<file path="src/rtl/jls_pkg.sv">
// Shared types and constants of the Jacobi four-point stencil sweep unit.
`timescale 1ns / 1ps
`default_nettype none

package jls_pkg;

  localparam int VALUE_BITS = 32;
  localparam int IN_TDATA_BITS = 32;
  localparam int OUT_TDATA_BITS = 64;

  localparam int CFG_COLS_BITS = 13;
  localparam int CFG_ROWS_BITS = 16;
  localparam int CFG_IDX_BITS = 1;
  localparam int CFG_DATA_BITS = 16;

  localparam logic [CFG_IDX_BITS-1:0] REG_GRID_COLS = 1'b0;
  localparam logic [CFG_IDX_BITS-1:0] REG_GRID_ROWS = 1'b1;

  localparam int FIFO_DEPTH = 16;
  localparam int FIFO_PTR_BITS = $clog2(FIFO_DEPTH);
  localparam int FIFO_CNT_BITS = $clog2(FIFO_DEPTH + 1);
  localparam int PEND_BITS = 3;
  localparam int RESERVE_BITS = 5;

  typedef logic signed [VALUE_BITS-1:0] value_t;

  typedef struct packed {
    logic interior;
    logic emit_relaxed;
    logic emit_border;
    logic sweep_end;
    logic sweep_start;
  } flags_t;

  typedef struct packed {
    value_t left;
    value_t right;
    value_t up;
    value_t down;
    value_t centre;
    flags_t flags;
  } operands_t;

  typedef struct packed {
    logic [VALUE_BITS-1:0] max_change;
    logic                  sweep_last;
    value_t                new_value;
  } result_t;

  typedef struct packed {
    logic [1:0] count;
    result_t    first;
    result_t    second;
  } push_t;

endpackage

`default_nettype wire

</file>
<file path="src/rtl/jls_relax.sv">
// Stencil arithmetic: quarter sum, change measure and running maximum.
`timescale 1ns / 1ps
`default_nettype none

module jls_relax (
  input  logic                           clk,
  input  logic                           rst_n,
  input  logic                           op_valid,
  input  jls_pkg::operands_t             op,
  output jls_pkg::push_t                 push,
  output logic [jls_pkg::PEND_BITS-1:0]  pend
);

  import jls_pkg::*;

  localparam int PW = VALUE_BITS + 1;
  localparam int SW = VALUE_BITS + 2;

  // Stage A: pair sums.
  logic                    a_valid_r;
  logic signed [PW-1:0]    a_lr_r, a_ud_r;
  value_t                  a_centre_r, a_down_r;
  flags_t                  a_flags_r;
  // Stage B: relaxed value.
  logic                    b_valid_r;
  value_t                  b_nv_r, b_centre_r, b_down_r;
  flags_t                  b_flags_r;
  // Stage C: absolute change.
  logic                    c_valid_r;
  logic [VALUE_BITS-1:0]   c_ch_r;
  value_t                  c_nv_r, c_down_r;
  flags_t                  c_flags_r;

  logic [VALUE_BITS-1:0]   max_r, max_nxt, base;

  logic signed [SW-1:0]    sum;
  value_t                  nv;
  logic signed [PW-1:0]    diff;
  logic [PW-1:0]           diff_abs;
  result_t                 res_relaxed, res_border;

  always_comb begin
    // The shift by two of the full-width sum rounds toward minus infinity.
    sum = {a_lr_r[PW-1], a_lr_r} + {a_ud_r[PW-1], a_ud_r};
    nv  = a_flags_r.interior ? value_t'(sum[SW-1:2]) : a_centre_r;

    diff     = {b_nv_r[VALUE_BITS-1], b_nv_r} - {b_centre_r[VALUE_BITS-1], b_centre_r};
    diff_abs = diff[PW-1] ? PW'(-diff) : PW'(diff);

    base    = c_flags_r.sweep_start ? '0 : max_r;
    max_nxt = (c_flags_r.emit_relaxed && (c_ch_r > base)) ? c_ch_r : base;

    res_relaxed.new_value  = c_nv_r;
    res_relaxed.sweep_last = 1'b0;
    res_relaxed.max_change = '0;
    res_border.new_value   = c_down_r;
    res_border.sweep_last  = c_flags_r.sweep_end;
    res_border.max_change  = c_flags_r.sweep_end ? max_nxt : '0;

    push.count  = c_valid_r ? (2'(c_flags_r.emit_relaxed) + 2'(c_flags_r.emit_border)) : 2'd0;
    push.first  = c_flags_r.emit_relaxed ? res_relaxed : res_border;
    push.second = res_border;

    // Stage C counts too: its results enter the queue only at the next edge.
    pend = (a_valid_r ? PEND_BITS'(a_flags_r.emit_relaxed) + PEND_BITS'(a_flags_r.emit_border)
                      : PEND_BITS'(0))
         + (b_valid_r ? PEND_BITS'(b_flags_r.emit_relaxed) + PEND_BITS'(b_flags_r.emit_border)
                      : PEND_BITS'(0))
         + (c_valid_r ? PEND_BITS'(c_flags_r.emit_relaxed) + PEND_BITS'(c_flags_r.emit_border)
                      : PEND_BITS'(0));
  end

  always_ff @(posedge clk) begin
    if (!rst_n) begin
      a_valid_r <= 1'b0;
      b_valid_r <= 1'b0;
      c_valid_r <= 1'b0;
      max_r     <= '0;
    end else begin
      a_valid_r <= op_valid;
      b_valid_r <= a_valid_r;
      c_valid_r <= b_valid_r;
      if (c_valid_r) begin
        max_r <= max_nxt;
      end
    end
    a_lr_r     <= {op.left[VALUE_BITS-1], op.left} + {op.right[VALUE_BITS-1], op.right};
    a_ud_r     <= {op.up[VALUE_BITS-1], op.up} + {op.down[VALUE_BITS-1], op.down};
    a_centre_r <= op.centre;
    a_down_r   <= op.down;
    a_flags_r  <= op.flags;
    b_nv_r     <= nv;
    b_centre_r <= a_centre_r;
    b_down_r   <= a_down_r;
    b_flags_r  <= a_flags_r;
    c_ch_r     <= diff_abs[VALUE_BITS-1:0];
    c_nv_r     <= b_nv_r;
    c_down_r   <= b_down_r;
    c_flags_r  <= b_flags_r;
  end

endmodule

`default_nettype wire

</file>
<file path="config.mk">
export PLATFORM = sky130hd
export DESIGN_NAME = jls_relax
export DESIGN_NICKNAME = d
export VERILOG_FILES = /design/src/rtl/jls_pkg.sv /design/src/rtl/jls_relax.sv
export SDC_FILE = /design/constraint.sdc
export NUM_CORES = 1
export LEC_CHECK = 0
export ABC_AREA = 0
export BUFFER_PORTS_ARGS = -buffer_cell sky130_fd_sc_hd__buf_2
export CELL_PAD_IN_SITES_DETAIL_PLACEMENT = 1
export CELL_PAD_IN_SITES_GLOBAL_PLACEMENT = 2
export CORE_ASPECT_RATIO = 1.25
export CORE_MARGIN = 3
export CORE_UTILIZATION = 35
export DETAILED_ROUTE_END_ITERATION = 12
export GPL_TIMING_DRIVEN = 0
export HOLD_SLACK_MARGIN = 0.1
export MAX_ROUTING_LAYER = met4
export PLACE_DENSITY = 0.88
export SYNTH_ARGS = -nofsm -noshare
export SYNTH_HDL_FRONTEND = slang
export SYNTH_SLANG_ARGS = --single-unit
export TNS_END_PERCENT = 1
</file>
<file path="constraint.sdc">
create_clock -name clk -period 3.9 [get_ports clk]
set_input_delay 0 -clock clk [delete_from_list [all_inputs] [get_ports clk]]
set_output_delay 0 -clock clk [all_outputs]
set_load 0.01 [all_outputs]
</file>
==> summary by stage, run 1 <==
STA
The total setup violations reported at the end of the flow is 0. Headroom to the max-slew limit came out at 0.324. The highest attainable clock frequency is 0.261 GHz.

The final-layout setup total negative slack is 0 ns. Setup slack on the critical path of the routed design comes to 0.0645 ns. At the pin with the least slew margin, the transition time is 1.01 ns. Of the available clock period, the critical path in the final layout requires 0.983.

The time the final worst path needs with I/O delays and setup is 3.84 ns. Clock skew on the completed layout was measured at 0.0433 ns. The count of endpoints failing hold in the final timing report is 0. The number of slew-limit violations in the final report is 0. Setup repair after global routing could not meet its margin everywhere.

Synthesis
The async set-reset flop share out of synthesis is 0. The cell area after technology mapping is 0.0173 mm². The number of enable flip-flop cells after synthesis is 0. The post-synthesis net count is 2111. The most used flip-flop cell after synthesis is dfxtp_1.

Synthesis inferred 370 register bits. The count of cell types in the netlist is 73. The number of standard cells after synthesis is 1773. In this run the mean area of a mapped cell was 9.73 µm². The number of warnings reported in the yosys synthesis log is 0.

The share of the Yosys chip area taken by registers is 0.429.

Place
Detailed placement finished with a half-perimeter wire length of 38.5 mm. The number of instances in the placed design is 2719. Routability-driven placement finished with a final weighted congestion of 0.811. The count of buffers added on input and output ports is 302. The pre-CTS setup slack is -0.225 ns.

Layout
Summing all flip-flop and latch instances after layout gives 0.00741 mm². The library cells used most frequently in the layout, excluding fill and tap cells, are dfxtp_1 (369), buf_2 (306), dlygate4sd3_1 (280). For this run, the number of standard cells in the final layout without fillers is 3082. The count of nets after finishing is 2739. Measured on the finished design, the core utilization comes to 0.494. The filler cells instantiated in the layout total 5502. The library cell used most frequently in the layout, excluding fill and tap cells, is dfxtp_1.

The multi-input combinational cells in the finished layout cover a total of 0.00938 mm². The area growth from synthesis to final layout is 39.0%. The fraction of final layout cells with drive strength greater than 1 is 0.212.

Setup path
The terminus of the critical flop-to-flop path is c_ch_r[31]. Walking the worst path, the cells encountered are clkbuf_8 > nand2b_4 > ha_1 > a21o_1 > a21o_1 > a21o_1 > a21o_1 > a21o_1 > a21o_1 > a21oi_1 > a31o_2 > a31oi_4 > clkbuf_8 > mux2_2 > nor2b_2 > buf_2. The data required time at the worst endpoint is 3.90 ns. The worst flop-to-flop path startpoint is b_nv_r[0]. The endpoint arrival time on the critical path is 3.84 ns.

The worst register-to-register path has a setup slack of 0.07 ns. STA classifies the critical path endpoint as an output port. Of all nets on the critical path, the largest fanout is 10.

The category of the worst setup path launch point is a flop. Tracing the worst setup path back leads to its startpoint at c_flags_r[0]. The depth of the worst register-to-register path is 15. The worst stage delay on the critical path is 0.37 ns. The critical path's slowest cell is dfxtp_4. The timing endpoint of the critical path is push[42]. The type of the worst setup path is reg2out.

Among the stages of the critical path, the cell type that occurs most often is a21o_1.

Die
The floorplan step set the die width to 205 µm. The floorplan step defined a die boundary enclosing 0.0520 mm². The y dimension of the die is 254 µm. The top-level port count is 303. The number of standard-cell rows in the floorplan is 90. The floorplan step defined a core boundary enclosing 0.0485 mm². The initial core utilization is 0.355.

Clock tree
After clock tree synthesis, the clock-pin slew on the worst setup and hold paths is 0.06 ns. TritonCTS built the clock tree. The source-to-sink clock delay at the later pin of the worst-skew pair is 0.59 ns. Clock tree synthesis found a total of 370 sinks. The number of clock buffers added by TritonCTS is 40. The tree is rooted in a clkbuf_16. The number of buffers on the longest clock path is 3.

The level count of the clock H-tree is 2.

Routing
The remaining antenna violation count is 0. For this run, design rule violations remaining after detail routing come to 0. The pre-antenna-repair detailed-routing pass consisted of 5 iterations. The post-detailed-route via-to-cell ratio is 5.00.

In this run, the number of DRC markers left after iteration 0 of detailed routing was 450. The final layout contains routed wiring with a total length of 59.5 mm. After detailed routing, the average wire length per cell comes to 19.3 µm. Across all layers, the routed design uses 15400 vias.

GRT
The maximum number of pins on one net before global-route repair is 15. For this run the aggregate overflow at the end of global routing stands at 0. The via count of the first global-routing pass is 17100. The total global routing track utilization is 0.229. The number of antenna violations at the first check in global routing is 6. The global-route wire length before repair is 92.6 mm.

Power and ir drop
The power after layout is 15700 µW. Dividing total power by cell area gives a power density of 654 mW/mm². The worst-case vdd ir drop is 0.357 mV.

Summed over all cells, the static leakage comes to 0.0109 µW.

Worst hold path
The worst hold path class is in2reg.

Outcome
The flow ran to the end, and the final reports show no timing, DRC or antenna violations.

Job
The number of max-capacitance violations reported is 0.
==> worst max-delay path: cells and delay by family (launching register included) <==
| kind | cells | cell delay (ns) |
|---|---|---|
| and+or+nand+nor | 2 | 0.26 |
| AOI/OAI and AO/OA | 9 | 1.51 |
| muxes | 1 | 0.33 |
| buffers and inverters | 3 | 0.49 |
| adders and majority gates | 1 | 0.30 |
| DFF | 1 | 0.37 |
==> timing repair <==
item                                   CTS  global route
pin swaps                                5             4
setup endpoints to repair               95           107
hold buffers                           278             2
cloned                                   1             0
endpoints found under the hold margin  170             2
gates resized for setup                 29            20
buffers inserted                         3             0
==> per-layer routing <==
layer,GRT usage,part of all wire,up-vias
li1,-,-,7460
met1,0.233,0.38,7444
met2,0.437,0.55,359
met3,0.0331,0.035,156
met4,0.0946,0.043,0
met5,-,0,-
==> worst min-delay path by stage <==
stage | start | cells past startpoint | end
after global routing | op[27] | 2 | a_centre_r[22]
after global placement | op[11] | 1 | a_centre_r[6]
after floorplan | op[5] | 0 | a_centre_r[0]
after detailed placement | op[9] | 1 | a_centre_r[4]
final | op[112] | 5 | a_lr_r[12]
after CTS | op[33] | 2 | a_centre_r[28]
==> stage by stage <==
step | cell area, µm² | hold WS (ns)
final | 24000 | 0.132
after global routing | 24000 | 0.116
after CTS | 23900 | 0.100
after detailed placement | 19600 | 0.104
after global placement | 19600 | 0.104
after floorplan | 17300 | 0.0277
==> state kept, by name (all words and copies together), names as in the netlist <==
signal / count
max_r: 32
a_valid_r: 1
c_down_r: 32
c_nv_r: 32
b_flags_r: 4
a_flags_r: 5
a_ud_r: 33
c_valid_r: 1
b_nv_r: 32
b_down_r: 32
b_centre_r: 32
c_ch_r: 32
c_flags_r: 3
a_down_r: 32
a_lr_r: 33
a_centre_r: 32
b_valid_r: 1
push: 1
==> where the power goes <==
part / switching (µW) / internal (µW)
registers: 479 / 4600
clock network: 1690 / 2300
logic: 3610 / 3000
==> Yosys cell counts, drive strengths merged, types with 3 or more instances <==
master / count / area share
a21oi: 140 / 0.041
fa: 5 / 0.0058
o21bai: 7 / 0.0030
a41oi: 4 / 0.0020
a211o: 7 / 0.0036
ha: 165 / 0.12
nand3: 23 / 0.0067
o2111ai: 4 / 0.0020
o31ai: 9 / 0.0042
buf: 5 / 0.0016
nor3: 26 / 0.0078
nand2: 83 / 0.018
nor4b: 3 / 0.0015
nor3b: 4 / 0.0017
dfxtp: 370 / 0.43
and3: 17 / 0.0062
nand2b: 53 / 0.019
or2: 9 / 0.0033
a21o: 62 / 0.027
a21boi: 6 / 0.0026
a311oi: 3 / 0.0015
xnor2: 90 / 0.046
nor2: 106 / 0.023
o21ai: 100 / 0.029
o211ai: 11 / 0.0051
xor2: 43 / 0.022
and2: 13 / 0.0047
a31o: 4 / 0.0020
mux2: 92 / 0.060
nor2b: 49 / 0.018
mux2i: 5 / 0.0029
a2111oi: 4 / 0.0031
o22ai: 3 / 0.0011
a31oi: 15 / 0.0058
or3: 7 / 0.0025
a211oi: 10 / 0.0049
inv: 111 / 0.024
nand4: 17 / 0.0062
clkbuf: 38 / 0.0083
o21a: 23 / 0.010
==> area by class of cell <==
| cell class | count | share of cell area |
|---|---|---|
| plain buffers | 43 | 0.00908 |
| inverters | 111 | 0.0174 |
| flip-flops and latches | 370 | 0.309 |
| clock inverters | 23 | 0.0118 |
| repair buffers | 586 | 0.181 |
| multi-input cells | 1249 | 0.391 |
| clock buffers | 50 | 0.0459 |
| diodes | 6 | 0.000626 |
| well taps | 644 | 0.0336 |
==> cell families after synthesis <==
| family | synth area share |
|---|---|
| compound gates | 0.158 |
| xor+xnor | 0.0675 |
| fa+ha+maj | 0.125 |
| buf+inv | 0.0340 |
| flops | 0.429 |
| mux | 0.0629 |
| simple gates | 0.122 |
No activity file was read; power rests on OpenSTA's default activity.
==> inputs of run 2 (changes only) <==
==> constraint.sdc (replaced) <==
create_clock -name clk -period 3.9 [get_ports clk]
set_input_delay 0 -clock clk [delete_from_list [all_inputs] [get_ports clk]]
set_output_delay 0 -clock clk [all_outputs]
set_load 0.1 [all_outputs]
==> run 2 against run 1 <==
Power grew 13%. Non-clock buffer count shrank 7. Largest power group unchanged. Setup slack lost 0.045 ns. Fmax shrank 1.2%. Clock power shrank 5.8%. First-iteration DRC count grew 4.0%. Core utilization grew 2.9 points.
==> summary by stage, run 2 (synthesis gave the netlist of run 1 again) <==
Power and ir drop
Dividing total power by cell area gives a power density of 698 mW/mm². The relative contribution of sequential cells to total power is 0.286. Summed over all nets, the switching power comes to 7510 µW. Internal power comes to 10200 µW. The clock network fraction of total power is 0.213. The share of total power dissipated in combinational logic is 0.501. The analysis attributes to cell leakage a power of 0.0113 µW. VDD sags by at most 0.576 mV. The proportion of total power due to net switching is 0.424.

Place
In this run, placement finished with an instance count of 2719. The total of buffers placed on input and output ports is 302. The HPWL after detailed placement is 38.8 mm.

Prior to clock tree synthesis, the placed netlist has a worst setup slack of -0.493 ns. The routability congestion estimate from global placement is 0.817. The post-placement cell area is 0.0196 mm².

Setup path
By instance count, the cell type seen most on the critical path is o21a_1. The worst setup path is captured at an output port. The critical path's slowest cell is dfxtp_4. The critical path goes through clkbuf_8 > nor2b_4 > ha_1 > nor2b_1 > o21a_1 > o21a_1 > o21a_1 > o21a_1 > o21a_1 > o211ai_1 > a31o_2 > a31oi_4 > buf_12 > buf_8 > mux2_4 > nor2b_4 > buf_12. The category of the worst setup path launch point is a flop. The worst stage delay on the critical path is 0.38 ns. The data required time at the worst endpoint is 3.90 ns. The type of the worst setup path is reg2out.

For the worst flop-to-flop path, the logic depth is 15. For the worst setup path, the data arrival time is 3.88 ns. Of all nets on the critical path, the largest fanout is 10.

Worst hold path
The hold path depth is 2. The worst hold path class is in2reg.

Die
The core area is 0.0485 mm². After floorplanning, the core was divided into 90 placement rows. The die covers 0.0520 mm². The initial core utilization is 0.355. The die is 205 µm wide. The top-level port count is 303. Measured along the y axis, the die boundary spans 254 µm.

Routing
In the routed layout, each cell is associated on average with a via count of 5.06. The count of TritonRoute iterations in the first routing pass is 5. The sum of routed wire length over all layers is 62.3 mm. The count of nets left with antenna violations once routing finished came out at 0. The first-iteration detailed-routing DRC count is 468. After detailed routing, the number of remaining DRC violations is 0. The final routed wire length divided by cell count is 20.3 µm. The routed layout has 15500 vias.

STA
The count of endpoints failing hold in the final timing report came to 0. The worst-case hold slack is 0.123 ns. The total setup violations reported at the end of the flow is 0.

The number of slew-limit violations in the final report is 0. Setup repair after global routing could not meet its margin everywhere. For the final database, setup skew stands at 0.0271 ns. The worst path in the final design needs a cycle of 3.88 ns, including I/O delays and setup. The worst pin sits at a relative slew slack of 0.157. Setup total negative slack on the finished layout was measured at 0 ns. Dividing the final minimum period by the clock period gives 0.995. The transition at the pin with the smallest max-transition slack is 1.26 ns. Across all setup checks in the final design, the least slack found is 0.0195 ns. The highest attainable clock frequency is 0.258 GHz.

Clock tree
The clock tree from TritonCTS is built. The level count of the clock H-tree is 2. The tree is rooted in a clkbuf_16. The number of buffers created by CTS is 40. The longest clock path from root to sink contains 3 buffers. The source-to-sink clock delay at the later pin of the worst-skew pair is 0.57 ns. The clock-pin slew reported for the worst setup and hold paths after clock tree synthesis is 0.07 ns.

The total clock sinks is 370.

Layout
The finished layout holds 3070 standard cells, fillers aside. The post-layout instance area is 0.0254 mm². The top cell types in the final layout, fill and taps aside, are dfxtp_1 (369), dlygate4sd3_1 (265), buf_2 (242).

The count of nets after finishing is 2732. The area growth from synthesis to final layout is 47.1%. In the final layout, the registers with the most flip-flops are a_lr_r: 33 flops, a_ud_r: 33 flops.

The most frequent standard cell in the layout excluding fill and tap cells is dfxtp_1. Of the cells placed in the final design, the portion with a size suffix greater than 1 is 0.244.

Outcome
The run finished with clean final reports.

Job
The number of max-capacitance violations reported is 0.

GRT
The via count of the first global-routing pass is 17600. The number of antenna violations at the first check in global routing is 3. Entering global routing, the biggest net connects 15 pins.

In the global route stage, overall resource usage came out at 0.239. The global-route wire length before repair is 96.0 mm. After global routing the overflow that remains totals 0.
## run 2: critical path: cells and delay by family, from the launching register on
kind                     cells  cell delay [ns]
AND/OR/NAND/NOR              3             0.38
flip-flops                   1             0.38
adder cells (fa/ha/maj)      1             0.17
AO/OA/AOI/OAI                8             1.38
multiplexers                 1             0.35
buffers and inverters        4             0.66
## run 2: power groups by stage
stage	combinational (µW)	clock, µW	sequential [µW]
2_1_floorplan	5880	0	5020
3_3_place_gp	7310	0	5110
3_5_place_dp	7500	0	5120
4_1_cts	8580	3790	5060
5_1_grt	9610	3990	5150
6_report	8880	3770	5070
## run 2: final cells by class
cell class              instances  area (µm²)
repair buffers                579        5220
multi-input cells            1249        9990
clock inverters                18         153
fillers                      5336       23200
well taps                     644         806
clock buffers                  52        1130
diodes                          4        10.0
inverters                     111         417
flip-flops and latches        370        7410
plain buffers                  43         236
## run 2: routing by layer
| metal | part of all wire | track usage |
|---|---|---|
| met4 | 0.044 | 0.101 |
| met5 | 0 | - |
| met2 | 0.56 | 0.471 |
| met1 | 0.37 | 0.233 |
| met3 | 0.031 | 0.0296 |
## run 2: what timing repair did
action                                  4_1_cts  5_1_grt
endpoints found under the hold margin       167        0
pin swaps                                    12        6
resized for setup                           400       66
hold buffers                                265        0
endpoints found under the setup margin       95      111
buffers inserted                              5        4
gates cloned                                  3        0
## run 2: worst paths after layout
path                            slack [ns]            end         start
worst max-delay path                  0.02       push[41]  c_flags_r[0]
worst min-delay path                  0.12  a_centre_r[7]        op[12]
worst max register to register        0.09     c_ch_r[31]     b_nv_r[0]
worst min register to register        0.33    c_down_r[0]   b_down_r[0]
## run 2: metrics by stage
| step | total power (µW) | utilization |
|---|---|---|
| floorplan | 10900 | - |
| global placement | 12400 | 0.403 |
| detailed placement | 12600 | 0.403 |
| CTS | 17400 | 0.517 |
| global route | 18700 | 0.523 |
| finish | 17700 | 0.523 |
==> inputs of run 3 (changes only) <==
--- a/config.mk
+++ b/config.mk
@@ -11,12 +11,13 @@
 export CELL_PAD_IN_SITES_GLOBAL_PLACEMENT = 2
 export CORE_ASPECT_RATIO = 1.25
 export CORE_MARGIN = 3
-export CORE_UTILIZATION = 35
+export CORE_UTILIZATION = 38
 export DETAILED_ROUTE_END_ITERATION = 12
 export GPL_TIMING_DRIVEN = 0
 export HOLD_SLACK_MARGIN = 0.1
 export MAX_ROUTING_LAYER = met4
-export PLACE_DENSITY = 0.88
+export PLACE_DENSITY = 0.94
+export SETUP_SLACK_MARGIN = 0.02
 export SYNTH_ARGS = -nofsm -noshare
 export SYNTH_HDL_FRONTEND = slang
 export SYNTH_SLANG_ARGS = --single-unit
==> constraint.sdc (replaced) <==
create_clock -name clk -period 4.8 [get_ports clk]
set_input_delay 0 -clock clk [delete_from_list [all_inputs] [get_ports clk]]
set_output_delay 0 -clock clk [all_outputs]
set_load 0.1 [all_outputs]
==> run 3 against run 2 <==
Sequential share of layout area grew 1.9 points. First-iteration DRC count grew 18%. Clock power shrank 7.7%. Final area shrank 6.2%. Cell count shrank 2.5%. Critical path depth shrank 2. Core utilization grew 1.3 points. Critical path type is now in2reg. Highest routed layer unchanged.
==> summary by stage, run 3 (synthesis gave the netlist of run 1 again) <==
Outcome
The run finished with clean final reports.

STA
Setup violations remaining at the end of the flow were counted as 0. The number of slew-limit violations in the final report is 0. Timing would allow up to 0.213 GHz.

The clock tree skew after final layout is 0.0455 ns. For the pin with the worst max-slew slack, the measured transition is 1.36 ns. The count of endpoints failing hold in the final timing report was 0. For the final routed database, the setup TNS stands at 0 ns. Setup repair after global routing could not meet its margin everywhere. The worst path needs 4.70 ns of the cycle, external delays included. The worst slew margin relative to its limit is 0.0797.

The share of the clock period used by the worst path is 0.979.

Power and ir drop
Overall power consumption after layout is estimated at 14300 µW. The power density over the cells is 599 mW/mm². In this run the static leakage power is 0.0108 µW. VDD sags by at most 0.391 mV.

Routing
The sum of routed wire length over all layers is 64.7 mm. The routed layout has 15700 vias. The remaining antenna violation count is 0.

The count of TritonRoute iterations in the first routing pass is 5. After detailed routing, the average wire length per cell comes to 21.6 µm. The first-iteration detailed-routing DRC count is 552. The post-detailed-route via-to-cell ratio is 5.23. For this run, design rule violations remaining after detail routing come to 0.

Die
For this design the top-level I/O count stands at 303. The die covers 0.0480 mm². The initial core utilization is 0.388. After floorplanning, the core was divided into 86 placement rows. The y dimension of the die is 244 µm. The die outline width is 197 µm. The core area is 0.0444 mm².

Clock tree
The H-tree generated during clock tree synthesis spans 2 levels. The total clock sinks is 370. The source-to-sink clock delay at the later pin of the worst-skew pair is 0.59 ns. TritonCTS built the clock tree.

The clock-pin slew reported for the worst setup and hold paths after clock tree synthesis is 0.07 ns. The CTS root buffer is clkbuf_16. The clock passes through at most 3 buffers. The number of buffers created by CTS is 39.

Job
Max-cap violations in this run came to 0.

GRT
The maximum number of pins on one net before global-route repair is 15. The number of antenna violations at the first check in global routing came to 8. Summed over all layers, the global routing overflow is 0. The via count of the first global-routing pass was 17700.

For met2 alone, demand over resource in global routing was 0.521. The global routing usage on met1 is 0.263. After global routing, the most crowded layer is met2.

The fraction of met3 tracks used by global routing is 0.0351. For this run, the total global-route usage over all layers was measured as 0.269. The global-route wire length before repair is 99.6 mm.

Place
The total of buffers placed on input and output ports is 302. The number of instances in the placed design is 2647. The HPWL after detailed placement is 38.7 mm. The routability congestion estimate from global placement is 0.851.

Layout
The filler cells instantiated in the layout total 5043. The area growth from synthesis to final layout is 38.0%. In the layout the commonest cells are dfxtp_1 (370), dlygate4sd3_1 (269), buf_2 (246).

In the final layout, the multi-input gates occupy 0.00927 mm². The largest registers in the layout are a_lr_r: 33 flops, a_ud_r: 33 flops. The count of nets after finishing is 2723. In the final layout, flip-flops and latches occupy 0.00741 mm². Leaving out fill and tap cells, the most frequent cell in the layout is dfxtp_1. In the final layout, the share of cells above drive strength 1 is 0.203. The finished layout holds 2994 standard cells, fillers aside.

Setup path
At the worst endpoint, the arrival time is 5.16 ns. The kind of end point of the critical path is a flop. The category of the worst setup path launch point is an input port. Data on the critical path is required at its endpoint by 5.26 ns.

In this run the critical register-to-register path is launched from b_nv_r[0]. The critical path is of the in2reg type. The critical path starts at op[50]. The maximum fanout along the worst path is 5.

Worst hold path
The path class of the tightest hold or removal check is in2reg. The startpoint of the worst hold path is op[25].
[run 3: cell types whose count changed in the layout (fill, tap and decap cells not counted), moves of 30 or more]
cell	delta
buf_12	-62
clkbuf_4	+60
mux2_2	+30
mux2_4	-30
nor2_1	+30
nor2b_1	+33
nor2b_4	-30
[run 3: metal layers]
layer / vias up / wire length [µm]
li1: 7435 / -
met1: 7623 / 23700
met2: 446 / 35800
met3: 165 / 2180
met4: 0 / 3010
met5: - / 0
[run 3: metrics by stage]
stage | area, µm² | hold WS (ns) | util | setup WS [ns]
2_1_floorplan | 17300 | 0.0277 | - | 0.563
4_1_cts | 23600 | 0.100 | 0.531 | 0.0160
5_1_grt | 23800 | 0.116 | 0.536 | -0.0453
3_3_place_gp | 19500 | 0.104 | 0.438 | 0.521
3_5_place_dp | 19500 | 0.104 | 0.438 | 0.457
6_report | 23800 | 0.122 | 0.536 | 0.101
[run 3: worst paths after layout]
| check | to | slack (ns) | cells past startpoint |
|---|---|---|---|
| min reg2reg | b_centre_r[15] | 0.32 | 0 |
| max | a_ud_r[31] | 0.10 | 15 |
| min | a_centre_r[20] | 0.12 | 2 |
| max reg2reg | c_ch_r[31] | 0.69 | 14 |
[run 3: cell type report]
cell class              count  share of cell area
plain buffers              43             0.00731
multi-input cells        1249               0.389
clock buffers              53              0.0479
well taps                 572              0.0301
inverters                 111              0.0175
diodes                      8            0.000841
flip-flops and latches    370               0.311
repair buffers            571               0.183
clock inverters            17              0.0130
[run 3: worst max-delay path: stages]
cell           delay [ns]
dlygate4sd3_1        0.57
buf_2                0.15
ha_1                 0.40
nand3_1              0.20
nor2_1               0.23
nand4_1              0.16
nor4b_1              1.01
o21ai_0              0.37
a31oi_1              0.37
nand4_1              0.22
a41oi_1              0.41
a311o_1              0.26
a21oi_1              0.09
xnor2_1              0.13
dlygate4sd3_1        0.57
[run 3: report_power, final]
part | switching [µW] | internal [µW]
registers | 399 | 3740
clock network | 1370 | 2100
logic | 4240 | 2410
[run 3: timing repair]
action / 4_1_cts / 5_1_grt
hold buffers: 267 / 2
endpoints found under the setup margin: 60 / 60
cloned: 0 / 0
buffers inserted: 0 / 0
endpoints found under the hold margin: 170 / 2
resized for setup: 3 / 62
